**src/rtl/core/slc_ram.sv**
```systemverilog
module slc_ram #(
    parameter int WIDTH = 8,
    parameter int DEPTH = 32
) (
    input  logic                     i_clk,
    input  logic                     i_we,
    input  logic [$clog2(DEPTH)-1:0] i_waddr,
    input  logic [WIDTH-1:0]         i_wdata,
    input  logic [$clog2(DEPTH)-1:0] i_raddr_a,
    input  logic [$clog2(DEPTH)-1:0] i_raddr_b,
    output logic [WIDTH-1:0]         o_rdata_a,
    output logic [WIDTH-1:0]         o_rdata_b
);

    logic [WIDTH-1:0] r_mem [DEPTH];

    always_ff @(posedge i_clk) begin
        if (i_we) begin
            r_mem[i_waddr] <= i_wdata;
        end
        o_rdata_a <= r_mem[i_raddr_a];
        o_rdata_b <= r_mem[i_raddr_b];
    end

endmodule

```
**config.mk**
```make
export PLATFORM = sky130hd
export DESIGN_NAME = slc_ram
export DESIGN_NICKNAME = d
export VERILOG_FILES = /design/src/rtl/core/slc_ram.sv
export SDC_FILE = /design/constraint.sdc
export NUM_CORES = 1
export LEC_CHECK = 0
export BUFFER_PORTS_ARGS = -buffer_cell sky130_fd_sc_hd__buf_4
export CORE_AREA = 2 2 151 153
export CTS_CLUSTER_SIZE = 30
export DETAILED_ROUTE_END_ITERATION = 10
export DIE_AREA = 0 0 153 155
export PLACE_DENSITY = 0.85
export SYNTH_ARGS = -nofsm -noshare
export SYNTH_HDL_FRONTEND = slang
export SYNTH_SLANG_ARGS = --single-unit
```
**constraint.sdc**
```tcl
create_clock -name i_clk -period 1.8 [get_ports i_clk]
set_input_delay 0.09 -clock i_clk [delete_from_list [all_inputs] [get_ports i_clk]]
set_output_delay 0.09 -clock i_clk [all_outputs]
set_load 0.05 [all_outputs]
```
* Yosys cells after proc, flatten, opt, wreduce, memory -nomap -nowiden
Memory sizes are Yosys's and may differ from the RTL's. A register that Yosys moved wholly into a read port is not among the register bits.
Cells that the tools add are included.
Widths: inputs -> output; s select.
** Storage, ports and cells
- Register bits after elaboration :: 0
- Bits in latches :: 0
- Memory bits (writable) :: 256
- Memory bits (read-only) :: 0
- Output and inout bits :: 16
- Memories :: 1
** Memories
- r_mem :: words 32, bits a word 8, read ports 2, clocked after Yosys merged registers in 2, wr ports 1, RTL line 15 : logic [WIDTH-1:0] r_mem [DEPTH];
** Cells by class
- $add $sub $neg :: 0
- $mul :: 0
- Div/mod/pow operators :: 0
- $lt $le $gt $ge :: 0
- Equal/unequal tests :: 0
- Shifts and indexed selects :: 0
- Muxes and demuxes :: 2
- Bitwise operators :: 0
- Reductions and logical operators :: 0
** Operator list (number)
- $mux 1 :: 2

* Depth between registers and ports, before layout
- Word-level depth :: 2
- Mapped depth :: 5
- Mapped depth without buffers :: 3

* Worst setup path before layout
OpenSTA, ideal clock, no wires.
- Path type :: input to register
- Start point :: input port i_raddr_b[1]
- End point :: register o_rdata_b[0] (read register of r_mem)
- Arrival time :: 1772 ps
- Path slack :: -93 ps
- Stages on the path :: 5
- Buffers on the path :: 2
- Cell sequence :: clkbuf_1 -> buf_1 -> mux4_2 -> mux4_2 -> mux2_2
** RTL lines
- from (decl) :: RTL line 10 : input logic [$clog2(DEPTH)-1:0] i_raddr_b,
- to (decl) :: RTL line 12 : output logic [WIDTH-1:0] o_rdata_b

==> out/results.ini <==
[worst_setup_path]
crit_path_max_fanout = 2
worstSetupPathType = register to register
cp-start-kind = register
end_kind = register
crit_chain = mux4_2, mux4_2, mux2_4
r2r_start = r_mem[23][4]
r2r-end = o_rdata_b[4]
cp.required_ps = 2210
path_common_cell = mux4_2
reg2reg_slack_ps = -70
reg2reg_depth = 3
cpPeakStageDelay_ps = 540
critPathSlowestCell = mux4_2
cp_data_arrival_time_ps = 2280

[pwr]
p_leak_nw = 4.623
clkPwrFrac_pct = 39.7
power_switching_w = 0.003092
powerDensity_nw_per_um2 = 993.0
switching_share_pct = 21.88
comb_power_share_pct = 9.9
power_w = 0.01413
peakVddDrop_uv = 559.9
p_int_w = 0.01104
pwr-share-seq_pct = 50.4

[floorplanning]
die_area_sq_um = 23720
core-area_sq_um = 22230
initial_core_util_pct = 54.92
io_pins = 41
dieWidth_um = 153
die_y_um = 155
rows = 55

[clock_network]
cts_tree = built
clock-sinks = 272
cts-root-buf = clkbuf_16
clk_latency_ps = 530
htreeDepth = 1
clk_pin_slew_ps = 60
cts_buffers = 26
cts_buffer_depth = 3

[synth]
netlist_instances = 532
synth_compound_area_share_pct = 0
synth_top_family_by_area = multiplexers
ys_top_cells_by_count = edfxtp_1 (256), mux4_2 (160), nor2_1 (33)
muxShareOfSynthArea_pct = 30.99
synth_cell_types = 15
yosys.area_share.simple_pct = 1.701
netlist_area_sq_um = 12210
synthTopCellsByArea = edfxtp_1 (63%), mux4_2 (30%), dfxtp_1 (2.6%)
ys_seq_elements = 272
avgSynthCellArea_sq_um = 22.95
synth_xor_area_share_pct = 0
yosysSeqAreaShare_pct = 65.59
yosysTopAreaCell = edfxtp_1
yosys_warnings = 0
ys.flop_type = edfxtp_1
syn-num-nets = 557
async_flop_share_pct = 0
yosysTopAreaCellShare_pct = 62.97
synth_most_common_cell = edfxtp_1
synth_fa_ha_area_share_pct = 0
synth_edf_count = 256

[sta]
fin_ws_ps = -70.79
rsz0062_at_grt = true
max_slew_margin_pct = 74.65
holdWs_ps = 165.9
post-route-period-util_pct = 103.9
hold_viol = 0
min_period_ps = 1871
setup_viol = 15
maxSlewViolCount = 0
fmax_mhz = 534.5
finalClockSkew_ps = 8.540
tightest_slew_ps = 379.1

[finish]
fin_cells = 930
fillers = 1370
stdcell_area_sq_um = 14230
drive_gt1_share_pct = 48.37
final_util_pct = 64.02
area_growth_syn_to_layout_pct = 16.56
num_antenna_cells = 0
nets = 650

[routing]
dr.pass1.iters = 5
drt_iter0_drc = 873
drc = 0
vias = 6636
wire_per_inst_um = 33.64
ant_nets = 0
via_per_inst = 7.135
routed_wl_um = 31290

[min_path]
hold_class = input port to register
min_to = o_rdata_a[5]
worstHoldPathCells = 3
worstHoldStart = i_raddr_a[0]

[place]
place_congestion = 0.8566
dp.cells = 870
place_area_sq_um = 13180
port-buffer-count = 40
hpwl_um = 19820

[grt]
antenna_found_initial = 1
grt_max_degree = 37
grt_pass1_wl_um = 46100
grt_util_all_layers_pct = 27.09
overflow = 0
grt_pass1_vias = 7022

[outcome]
violations = setup timing
status = complete, but fails checks

[flow_run]
drv_cap = 0

## how the worst max path moves through the flow
stage	end	start	slack, ps	cells after the start
5_1_grt	o_rdata_b[2]	r_mem[3][2]	-80	3
4_1_cts	o_rdata_a[4]	r_mem[23][4]	-70	3
2_1_floorplan	o_rdata_a[0]	i_raddr_a[1]	40	5
3_5_place_dp	o_rdata_a[7]	i_raddr_a[1]	-250	5
3_3_place_gp	o_rdata_a[2]	i_raddr_a[1]	-240	5
6_report	o_rdata_b[4]	r_mem[23][4]	-70	3
## state kept, by name, indices dropped and copies added, names as in the netlist
name / cells
o_rdata_a: 8
o_rdata_b: 8
r_mem: 256
## critical path, delay by kind of cell (launching register included)
family	cells	cell delay [ps]
flops	1	420
mux	3	1340
## power groups by stage
stage	clock, W	sequential [W]	combinational (W)
after floorplan	0	0.00739	0.000695
after global placement	0	0.00724	0.00129
after detailed placement	0	0.00725	0.00134
after CTS	0.00566	0.00712	0.00138
after global routing	0.00589	0.00713	0.00146
final	0.00561	0.00712	0.00140
## layout make-up
type | count | area (sq um) | share of cell area, %
clock buffer | 38 | 757.0 | 5.320
clock inverter | 10 | 128.9 | 0.9057
timing repair buffer | 104 | 943.4 | 6.630
sequential | 272 | 8008 | 56.27
multi-input combinational | 221 | 4036 | 28.37
tap | 285 | 356.6 | 2.506
## layer usage
layer	up-vias	global-route usage (%)	routed length (um)
met1	3495	34.73	10580
met5	-	0	13
met2	509	45.06	15970
met3	89	6.379	3099
li1	2541	-	-
met4	2	12.04	1613
## cells by family after synthesis
logic type,Yosys count
muxes,176
and+or+nand+nor,45
DFF,272
buffers and inverters,39
## cell usage in the layout (no fill, tap or decap), drive strengths merged, types with 2 or more instances in the layout
master / instances
nand3b: 5
nand3: 2
clkbuf: 38
nor2: 33
edfxtp: 256
or3b: 3
mux2: 16
buf: 94
dlygate4sd3: 10
mux4: 160
clkinv: 6
bufinv: 3
dfxtp: 16
## through the flow
step	TNS, ps	worst slack (ps)
6_report	-503.7	-70.79
5_1_grt	-728.0	-76.01
4_1_cts	-407.3	-71.80
3_5_place_dp	-2903	-254.3
3_3_place_gp	-2470	-235.6
2_1_floorplan	0	39.62
## what timing repair did
action	4_1_cts	5_1_grt
endpoints found under the hold margin	267	0
setup endpoints to repair	13	16
hold buffers	10	0
gates resized for setup	6	6
buffers inserted	2	0
(Power assumes the default switching activity.)
