**src/rtl/core/slc_pkg.sv**
```systemverilog
package slc_pkg;

    localparam int MAX_POINTS = 32;
    localparam int IDX_W      = $clog2(MAX_POINTS);
    localparam int CNT_W      = $clog2(MAX_POINTS + 1);
    localparam int ID_W       = 32;
    localparam int COORD_W    = 20;
    localparam int FRAC_BITS  = 10;
    localparam int TGT_W      = 7;
    localparam int CI_W       = 6;
    localparam int ERR_W      = 2;

    localparam logic [COORD_W-1:0] COORD_LIMIT = COORD_W'(1000 << FRAC_BITS);

    // squared distance, its integer part, and the root of that
    localparam int SQ_W   = 2 * COORD_W + 1;
    localparam int RAD_W  = SQ_W - 2 * FRAC_BITS;
    localparam int ROOT_W = (RAD_W + 1) / 2;
    localparam int REM_W  = ROOT_W + 2;
    localparam int DIST_W = ROOT_W;
    localparam logic [DIST_W-1:0] DIST_CAP = DIST_W'(1414);

    // dist unit latency from presented operands to result
    localparam int PIPE_LAT = ROOT_W + 3;
    localparam int DRAIN_W  = $clog2(PIPE_LAT + 1);

    localparam int KEY_W = ID_W + IDX_W;

    localparam logic [ERR_W-1:0] ERR_NONE   = 2'd0;
    localparam logic [ERR_W-1:0] ERR_COORD  = 2'd1;
    localparam logic [ERR_W-1:0] ERR_TARGET = 2'd2;
    localparam logic [ERR_W-1:0] ERR_FULL   = 2'd3;

    typedef struct packed {
        logic signed [ID_W-1:0]    id;
        logic        [COORD_W-1:0] x;
        logic        [COORD_W-1:0] y;
    } t_point;

    typedef logic [2*ROOT_W-1:0] t_rad;

    typedef struct packed {
        logic              vld;
        logic [IDX_W-1:0]  a;
        logic [IDX_W-1:0]  b;
        t_rad              rad;
        logic [REM_W-1:0]  rem;
        logic [ROOT_W-1:0] root;
    } t_sq_stage;

    typedef struct packed {
        logic              vld;
        logic [IDX_W-1:0]  a;
        logic [IDX_W-1:0]  b;
        logic [DIST_W-1:0] d;
    } t_pair_res;

endpackage

```
**src/rtl/core/slc_sqrt_cell.sv**
```systemverilog
module slc_sqrt_cell
    import slc_pkg::*;
(
    input  logic      i_clk,
    input  logic      i_rst_n,
    input  t_sq_stage i_stage,
    output t_sq_stage o_stage
);

    logic [REM_W-1:0]   rem_sh;
    logic [REM_W-1:0]   trial;
    t_sq_stage          n_stage;
    logic               r_vld;
    logic [IDX_W-1:0]   r_a;
    logic [IDX_W-1:0]   r_b;
    t_rad               r_rad;
    logic [REM_W-1:0]   r_rem;
    logic [ROOT_W-1:0]  r_root;

    // one root bit: bring down two radicand bits, try subtracting 4r+1
    always_comb begin
        rem_sh  = {i_stage.rem[REM_W-3:0], i_stage.rad[2*ROOT_W-1 -: 2]};
        trial   = {i_stage.root, 2'b01};
        n_stage = i_stage;
        n_stage.rad = i_stage.rad << 2;
        if (rem_sh >= trial) begin
            n_stage.rem  = rem_sh - trial;
            n_stage.root = {i_stage.root[ROOT_W-2:0], 1'b1};
        end else begin
            n_stage.rem  = rem_sh;
            n_stage.root = {i_stage.root[ROOT_W-2:0], 1'b0};
        end
    end

    always_ff @(posedge i_clk) begin
        if (!i_rst_n) begin
            r_vld <= 1'b0;
        end else begin
            r_vld <= n_stage.vld;
        end
    end

    always_ff @(posedge i_clk) begin
        r_a    <= n_stage.a;
        r_b    <= n_stage.b;
        r_rad  <= n_stage.rad;
        r_rem  <= n_stage.rem;
        r_root <= n_stage.root;
    end

    assign o_stage = '{vld: r_vld, a: r_a, b: r_b, rad: r_rad, rem: r_rem, root: r_root};

endmodule

```
**src/rtl/core/slc_dist.sv**
```systemverilog
module slc_dist
    import slc_pkg::*;
(
    input  logic             i_clk,
    input  logic             i_rst_n,
    input  logic             i_vld,
    input  t_point           i_pt_p,
    input  t_point           i_pt_q,
    input  logic [IDX_W-1:0] i_lbl_p,
    input  logic [IDX_W-1:0] i_lbl_q,
    output t_pair_res        o_res
);

    logic                 r_s1_vld;
    logic [IDX_W-1:0]     r_s1_a;
    logic [IDX_W-1:0]     r_s1_b;
    logic [COORD_W-1:0]   r_s1_dx;
    logic [COORD_W-1:0]   r_s1_dy;
    logic                 r_s2_vld;
    logic [IDX_W-1:0]     r_s2_a;
    logic [IDX_W-1:0]     r_s2_b;
    logic [2*COORD_W-1:0] r_s2_sqx;
    logic [2*COORD_W-1:0] r_s2_sqy;
    logic                 r_s3_vld;
    logic [IDX_W-1:0]     r_s3_a;
    logic [IDX_W-1:0]     r_s3_b;
    t_rad                 r_s3_rad;
    logic [SQ_W-1:0]      sq_sum;
    t_sq_stage            w_chain [ROOT_W+1];

    always_ff @(posedge i_clk) begin
        if (!i_rst_n) begin
            r_s1_vld <= 1'b0;
            r_s2_vld <= 1'b0;
            r_s3_vld <= 1'b0;
        end else begin
            // drop pairs already in one cluster
            r_s1_vld <= i_vld && (i_lbl_p != i_lbl_q);
            r_s2_vld <= r_s1_vld;
            r_s3_vld <= r_s2_vld;
        end
    end

    assign sq_sum = SQ_W'(r_s2_sqx) + SQ_W'(r_s2_sqy);

    always_ff @(posedge i_clk) begin
        r_s1_a   <= (i_lbl_p < i_lbl_q) ? i_lbl_p : i_lbl_q;
        r_s1_b   <= (i_lbl_p < i_lbl_q) ? i_lbl_q : i_lbl_p;
        r_s1_dx  <= (i_pt_p.x > i_pt_q.x) ? i_pt_p.x - i_pt_q.x : i_pt_q.x - i_pt_p.x;
        r_s1_dy  <= (i_pt_p.y > i_pt_q.y) ? i_pt_p.y - i_pt_q.y : i_pt_q.y - i_pt_p.y;
        r_s2_a   <= r_s1_a;
        r_s2_b   <= r_s1_b;
        r_s2_sqx <= r_s1_dx * r_s1_dx;
        r_s2_sqy <= r_s1_dy * r_s1_dy;
        r_s3_a   <= r_s2_a;
        r_s3_b   <= r_s2_b;
        r_s3_rad <= t_rad'(sq_sum >> (2 * FRAC_BITS));
    end

    assign w_chain[0] = '{vld: r_s3_vld, a: r_s3_a, b: r_s3_b, rad: r_s3_rad,
                          rem: '0, root: '0};

    for (genvar g = 0; g < ROOT_W; g++) begin : g_cell
        slc_sqrt_cell u_cell (
            .i_clk   (i_clk),
            .i_rst_n (i_rst_n),
            .i_stage (w_chain[g]),
            .o_stage (w_chain[g+1])
        );
    end

    always_comb begin
        o_res.vld = w_chain[ROOT_W].vld;
        o_res.a   = w_chain[ROOT_W].a;
        o_res.b   = w_chain[ROOT_W].b;
        o_res.d   = (w_chain[ROOT_W].root > DIST_CAP) ? DIST_CAP : w_chain[ROOT_W].root;
    end

endmodule

```
**config.mk**
```make
export PLATFORM = sky130hd
export DESIGN_NAME = slc_dist
export DESIGN_NICKNAME = d
export VERILOG_FILES = /design/src/rtl/core/slc_pkg.sv /design/src/rtl/core/slc_sqrt_cell.sv /design/src/rtl/core/slc_dist.sv
export SDC_FILE = /design/constraint.sdc
export NUM_CORES = 2
export LEC_CHECK = 0
export BUFFER_PORTS_ARGS = -buffer_cell sky130_fd_sc_hd__buf_4
export CORE_ASPECT_RATIO = 1.25
export CORE_MARGIN = 1.5
export CORE_UTILIZATION = 55
export DETAILED_ROUTE_END_ITERATION = 6
export HOLD_SLACK_MARGIN = 0.12
export PLACE_DENSITY_LB_ADDON = 0.15
export SYNTH_ARGS = -nofsm -noshare
export SYNTH_HDL_FRONTEND = slang
export SYNTH_HIERARCHICAL = 1
export SYNTH_SLANG_ARGS = --single-unit
```
**constraint.sdc**
```tcl
create_clock -name i_clk -period 15.1 [get_ports i_clk]
set_clock_uncertainty 0.05 [all_clocks]
set_input_delay 0.755 -clock i_clk [delete_from_list [all_inputs] [get_ports i_clk]]
set_output_delay 0.755 -clock i_clk [all_outputs]
set_load 0.05 [all_outputs]
```
# Word-level counts from Yosys, hierarchy flattened

Index checks and enable logic that the tools add are counted.

Logic and storage cells: 130
RAM bits: 0
Bits in latches: 0
Input port bits: 157
Memories: 0
Register bits: 628
ROM bits: 0

Add/sub/neg operators: 15
Div/mod/pow operators: 0
Bitwise operators: 0
Magnitude comparators: 15
Equal/unequal tests: 1
Reduce and logical (&&, ||, !) cells: 1
Muxes and demuxes: 16
Multiply operators: 2
Shift-type cells: 0

Operators by type and width:

| operator                                                            | count |
|---|---|
| 22-bit 2-to-1 mux                                                   | 9 |
| 13-bit >= comparator                                                | 10 |
| 11-bit subtractor                                                   | 9 |
| 20-bit by 20-bit multiplier with 40-bit output                      | 2 |
| 20-bit subtractor                                                   | 4 |
| 40-bit by 40-bit adder with 41-bit output                           | 1 |
| 20-bit > comparator                                                 | 2 |
| 20-bit 2-to-1 mux                                                   | 2 |
| 12-bit 2-to-1 mux                                                   | 1 |
| 11-bit > comparator (second input constant)                         | 1 |
| 11-bit 2-to-1 mux                                                   | 1 |
| 5-bit 2-to-1 mux                                                    | 2 |
| 5-bit less-than comparator                                          | 1 |
| 5-bit inequality test                                               | 1 |
| 1-bit by 1-bit subtractor with 2-bit output (second input constant) | 1 |
| 1-bit >= comparator (second input constant)                         | 1 |
| 1-bit logical AND                                                   | 1 |
| 1-bit 2-to-1 mux                                                    | 1 |

# Logic depth before layout (Yosys ltp)

Depth in word-level cells: 2
Depth in mapped cells: 28
Depth with buffers taken out: 26

# By module

The synthesis kept the hierarchy.

Modules (own cells, without submodules):

| module        | area an instance (µm²) | cells each | times used | seq. area each (µm²) |
|---|---|---|---|---|
| slc_dist      | 32336.0                | 3584       | 1          | 3403.3 |
| slc_sqrt_cell | 1916.8                 | 177        | 11         | 1101.1 |

# Least setup slack after synthesis

No wires, ideal clock.

Kind: register to register
Start point: register r_s1_dx[4]
End point: register r_s2_sqx[37]
Library setup time: 0.132 ns
Slack: 8.050 ns
Arrival: 6.868 ns
Cell stages (with the launch flop): 28
Required time: 14.918 ns
Path through: dfxtp_1 -> clkbuf_1 -> clkbuf_1 -> nand2_1 -> fa_1 -> inv_1 -> fa_1 -> inv_1 -> fa_1 -> inv_1 -> fa_1 -> inv_1 -> fa_1 -> inv_1 -> fa_1 -> inv_1 -> fa_1 -> inv_1 -> ha_1 -> o21ai_0 -> a21oi_1 -> a21boi_0 -> a21oi_1 -> a21oi_1 -> and3_1 -> o21ai_2 -> a2111oi_0 -> or3b_2

Word-level cells in the longest chain between the ends: 1

RTL lines:

| what                                           | RTL line       | text |
|---|---|---|
| start, declared                                | slc_dist.sv:17 | `logic [COORD_W-1:0] r_s1_dx;` |
| start signal, assigned                         | slc_dist.sv:49 | `r_s1_dx <= (i_pt_p.x > i_pt_q.x) ? i_pt_p.x - i_pt_q.x : i_pt_q.x - i_pt_p.x;` |
| 20-bit by 20-bit multiplier with 40-bit output | slc_dist.sv:53 | `r_s2_sqx <= r_s1_dx * r_s1_dx;` |
| end signal, assigned                           | slc_dist.sv:53 |  |
| end, declared                                  | slc_dist.sv:22 | `logic [2*COORD_W-1:0] r_s2_sqx;` |

Every way passes these cells.
A chain may end at the register's enable or synchronous reset.

# Worst setup path after layout

Same ends and word-level chain as after synthesis.

==> run_results.csv <==
group,metric,value,unit
cts,post_cts_resize_count,0,
place,pre_cts_ws,7.250,ns
route,drt_iter0_markers,1156,
final_layout,finalInstanceArea,53040,µm²
final_layout,diodes,0,
cts,cts_made_buffers,66,
floorplan,die_w,269.5,µm
worst_setup_path,worstPathArrival,8.35,ns
worst_setup_path,r2r-end,"r_s2_sqx[37]",
cts,cts_tree,"built",
sta,finalCriticalPeriod,7.932,ns
worst_setup_path,critPathMaxFanout,20,
route,drc,0,
place,io_buffer_count,114,
place,dp_hpwl,76.68,mm
synth,yosys_warnings,6,
synth,netlist_instances,5114,
route,vias_per_cell,5.138,
cts,worstSkewPairLatency,0.62,ns
sta,grt_setup_unrepaired,"no",
min_path,hold_class,"flip-flop to flip-flop",
synth,synthesis.area,48830,µm²
sta,worst_pin_slew,1.081,ns
place,gp_congestion,0.8710,
global_route,track_usage,21.48,%
global_route,grt_max_degree,24,
worst_setup_path,critPathCapture,"r_s2_sqx[37]",
cts,clockBufferDepth,3,
sta,report.final.hold_viol_count,0,
route,vias,33120,
worst_setup_path,start_kind,"flip-flop",
cts,htreeDepth,3,
route,drtAntennaViolNets,0,
cts,cts_hold_buf,0,
cts,post_cts_buffers,0,
route,wirelength,93.83,mm
sta,max_freq,126.1,MHz
worst_setup_path,reg2reg_slack,7.17,ns
worst_setup_path,crit_required,15.52,ns
sta,finalHoldWorstSlack,0.2590,ns
sta,final_max_slew_viol_count,0,
global_route,grt_pass1_wl,161.2,mm
sta,finalSetupTns,0,ns
sta,setup_ws,7.168,ns
cts,cts.sinks,632,
final_layout,drive_gt1_share,6.473,%
run,drv_cap,0,
worst_setup_path,reg2reg_depth,25,
route,dr.pass1.iters,5,
worst_setup_path,r2r-start,"r_s1_dx[4]",
route,post_drt_wl_per_cell,14.56,µm
worst_setup_path,cp-startpoint,"r_s1_dx[4]",
floorplan,die-area,90580,µm²
floorplan,die_h,336.1,µm
sta,fin_crit_sh,52.53,%
final_layout,area_growth,8.631,%
global_route,first_global_vias,34840,
synth,avgSynthCellArea,9.548,µm²
final_layout,fillers,7875,
worst_setup_path,critPathKind,"flip-flop to flip-flop",
final_layout,nets,6502,
global_route,grt-ovfl-total,0,
global_route,antenna_found_initial,0,
worst_setup_path,crit_path_end_kind,"flip-flop",
floorplan,core_area,88230,µm²
floorplan,core.rowCount,122,
place,place_area,50750,µm²
cts,cts_root_buffer,"clkbuf_16",
run_status,status,"finished clean",
floorplan,io-pin-count,179,
floorplan,start_util,55.34,%
sta,max_slew_margin,27.80,%
sta,setup_viol,0,
cts,clkSlewWorstSetupHoldPaths,0.06,ns
==> registers in the layout, indices dropped and copies added, names as in the netlist <==
signal	count
g_cell.u_cell/r_rem	110
r_s1_vld	1
r_s2_a	5
g_cell.u_cell/r_rad	110
r_s2_sqx	38
r_s2_sqy	38
r_s2_b	5
r_s1_b	5
r_s1_a	5
g_cell.u_cell/r_a	55
r_s1_dx	20
r_s3_rad	21
r_s1_dy	20
r_s3_b	5
r_s3_a	5
g_cell.u_cell/r_b	55
g_cell.u_cell/r_root	121
r_s3_vld	1
r_s2_vld	1
g_cell.u_cell/r_vld	11
==> area by class of cell <==
| type | count | area, µm² | area share [%] |
|---|---|---|---|
| inverters | 1042 | 3911 | 7.374 |
| flip-flops and latches | 632 | 12650 | 23.85 |
| repair buffers | 140 | 1051 | 1.982 |
| clock buffers | 86 | 1848 | 3.484 |
| multi-input cells | 3335 | 31660 | 59.69 |
| clock inverters | 33 | 446.7 | 0.8421 |
| well taps | 1178 | 1474 | 2.779 |
==> placed cells by master (no fill, tap or decap), drive strengths merged, types with 14 or more instances in the layout <==
master / count
and2: 173
dfxtp: 632
o21ai: 129
conb: 45
o21bai: 20
clkbuf: 86
mux2: 28
nor3: 30
clkinv: 19
nor2b: 31
xnor2: 140
a31oi: 22
o211ai: 33
and3: 16
mux2i: 37
buf: 140
o21a: 24
nand4: 48
xor2: 110
inv: 1045
nor2: 220
o22ai: 24
ha: 567
a31o: 15
a21oi: 330
nand2b: 32
a211oi: 29
nand3: 39
a21o: 101
nand2: 390
fa: 561
a21boi: 14
==> through the flow <==
step / util (%) / std cells
floorplan: - / 5158
finish: 60.12 / 6446
detailed placement: 57.52 / 6327
global placement: 57.52 / 6327
CTS: 60.12 / 6446
global route: 60.12 / 6446
==> metal layers <==
| metal | up-vias | part of all wire, % | GRT usage, % |
|---|---|---|---|
| met2 | 482 | 54 | 41.24 |
| met4 | 0 | 3.7 | 8.511 |
| met1 | 16020 | 39 | 23.97 |
| li1 | 16400 | - | - |
| met3 | 216 | 2.9 | 2.585 |
| met5 | - | 0 | 0 |
==> how the worst min path moves through the flow <==
stage / start / end / slack, ns / cells past startpoint
global route: g_cell[6].u_cell/r_a[2] / g_cell[7].u_cell/r_a[2] / 0.27 / 0
CTS: g_cell[5].u_cell/r_a[3] / g_cell[6].u_cell/r_a[3] / 0.25 / 0
detailed placement: g_cell[3].u_cell/r_rad[11] / g_cell[4].u_cell/r_rad[13] / 0.26 / 0
finish: g_cell[5].u_cell/r_a[3] / g_cell[6].u_cell/r_a[3] / 0.26 / 0
global placement: g_cell[7].u_cell/r_a[4] / g_cell[8].u_cell/r_a[4] / 0.26 / 0
floorplan: r_s3_a[0] / g_cell[0].u_cell/r_a[0] / 0.26 / 0
==> critical path: stages, from the launching register on <==
cell       delay (ns)
dfxtp_1          0.88
nand2_1          0.20
fa_1             0.63
inv_1            0.07
fa_1             0.51
inv_1            0.06
fa_1             0.53
inv_1            0.05
fa_1             0.50
inv_1            0.05
fa_1             0.47
inv_1            0.05
fa_1             0.55
inv_1            0.06
fa_1             0.53
inv_1            0.04
ha_1             0.34
o21ai_0          0.13
a21oi_1          0.25
a21boi_0         0.13
a21oi_1          0.45
a21oi_1          0.23
and3_1           0.27
o21ai_2          0.19
a2111oi_0        0.13
or3b_2           0.46
Power is not shown: default switching activity piles up to over one toggle a cycle in this logic, so the estimate is an artifact.
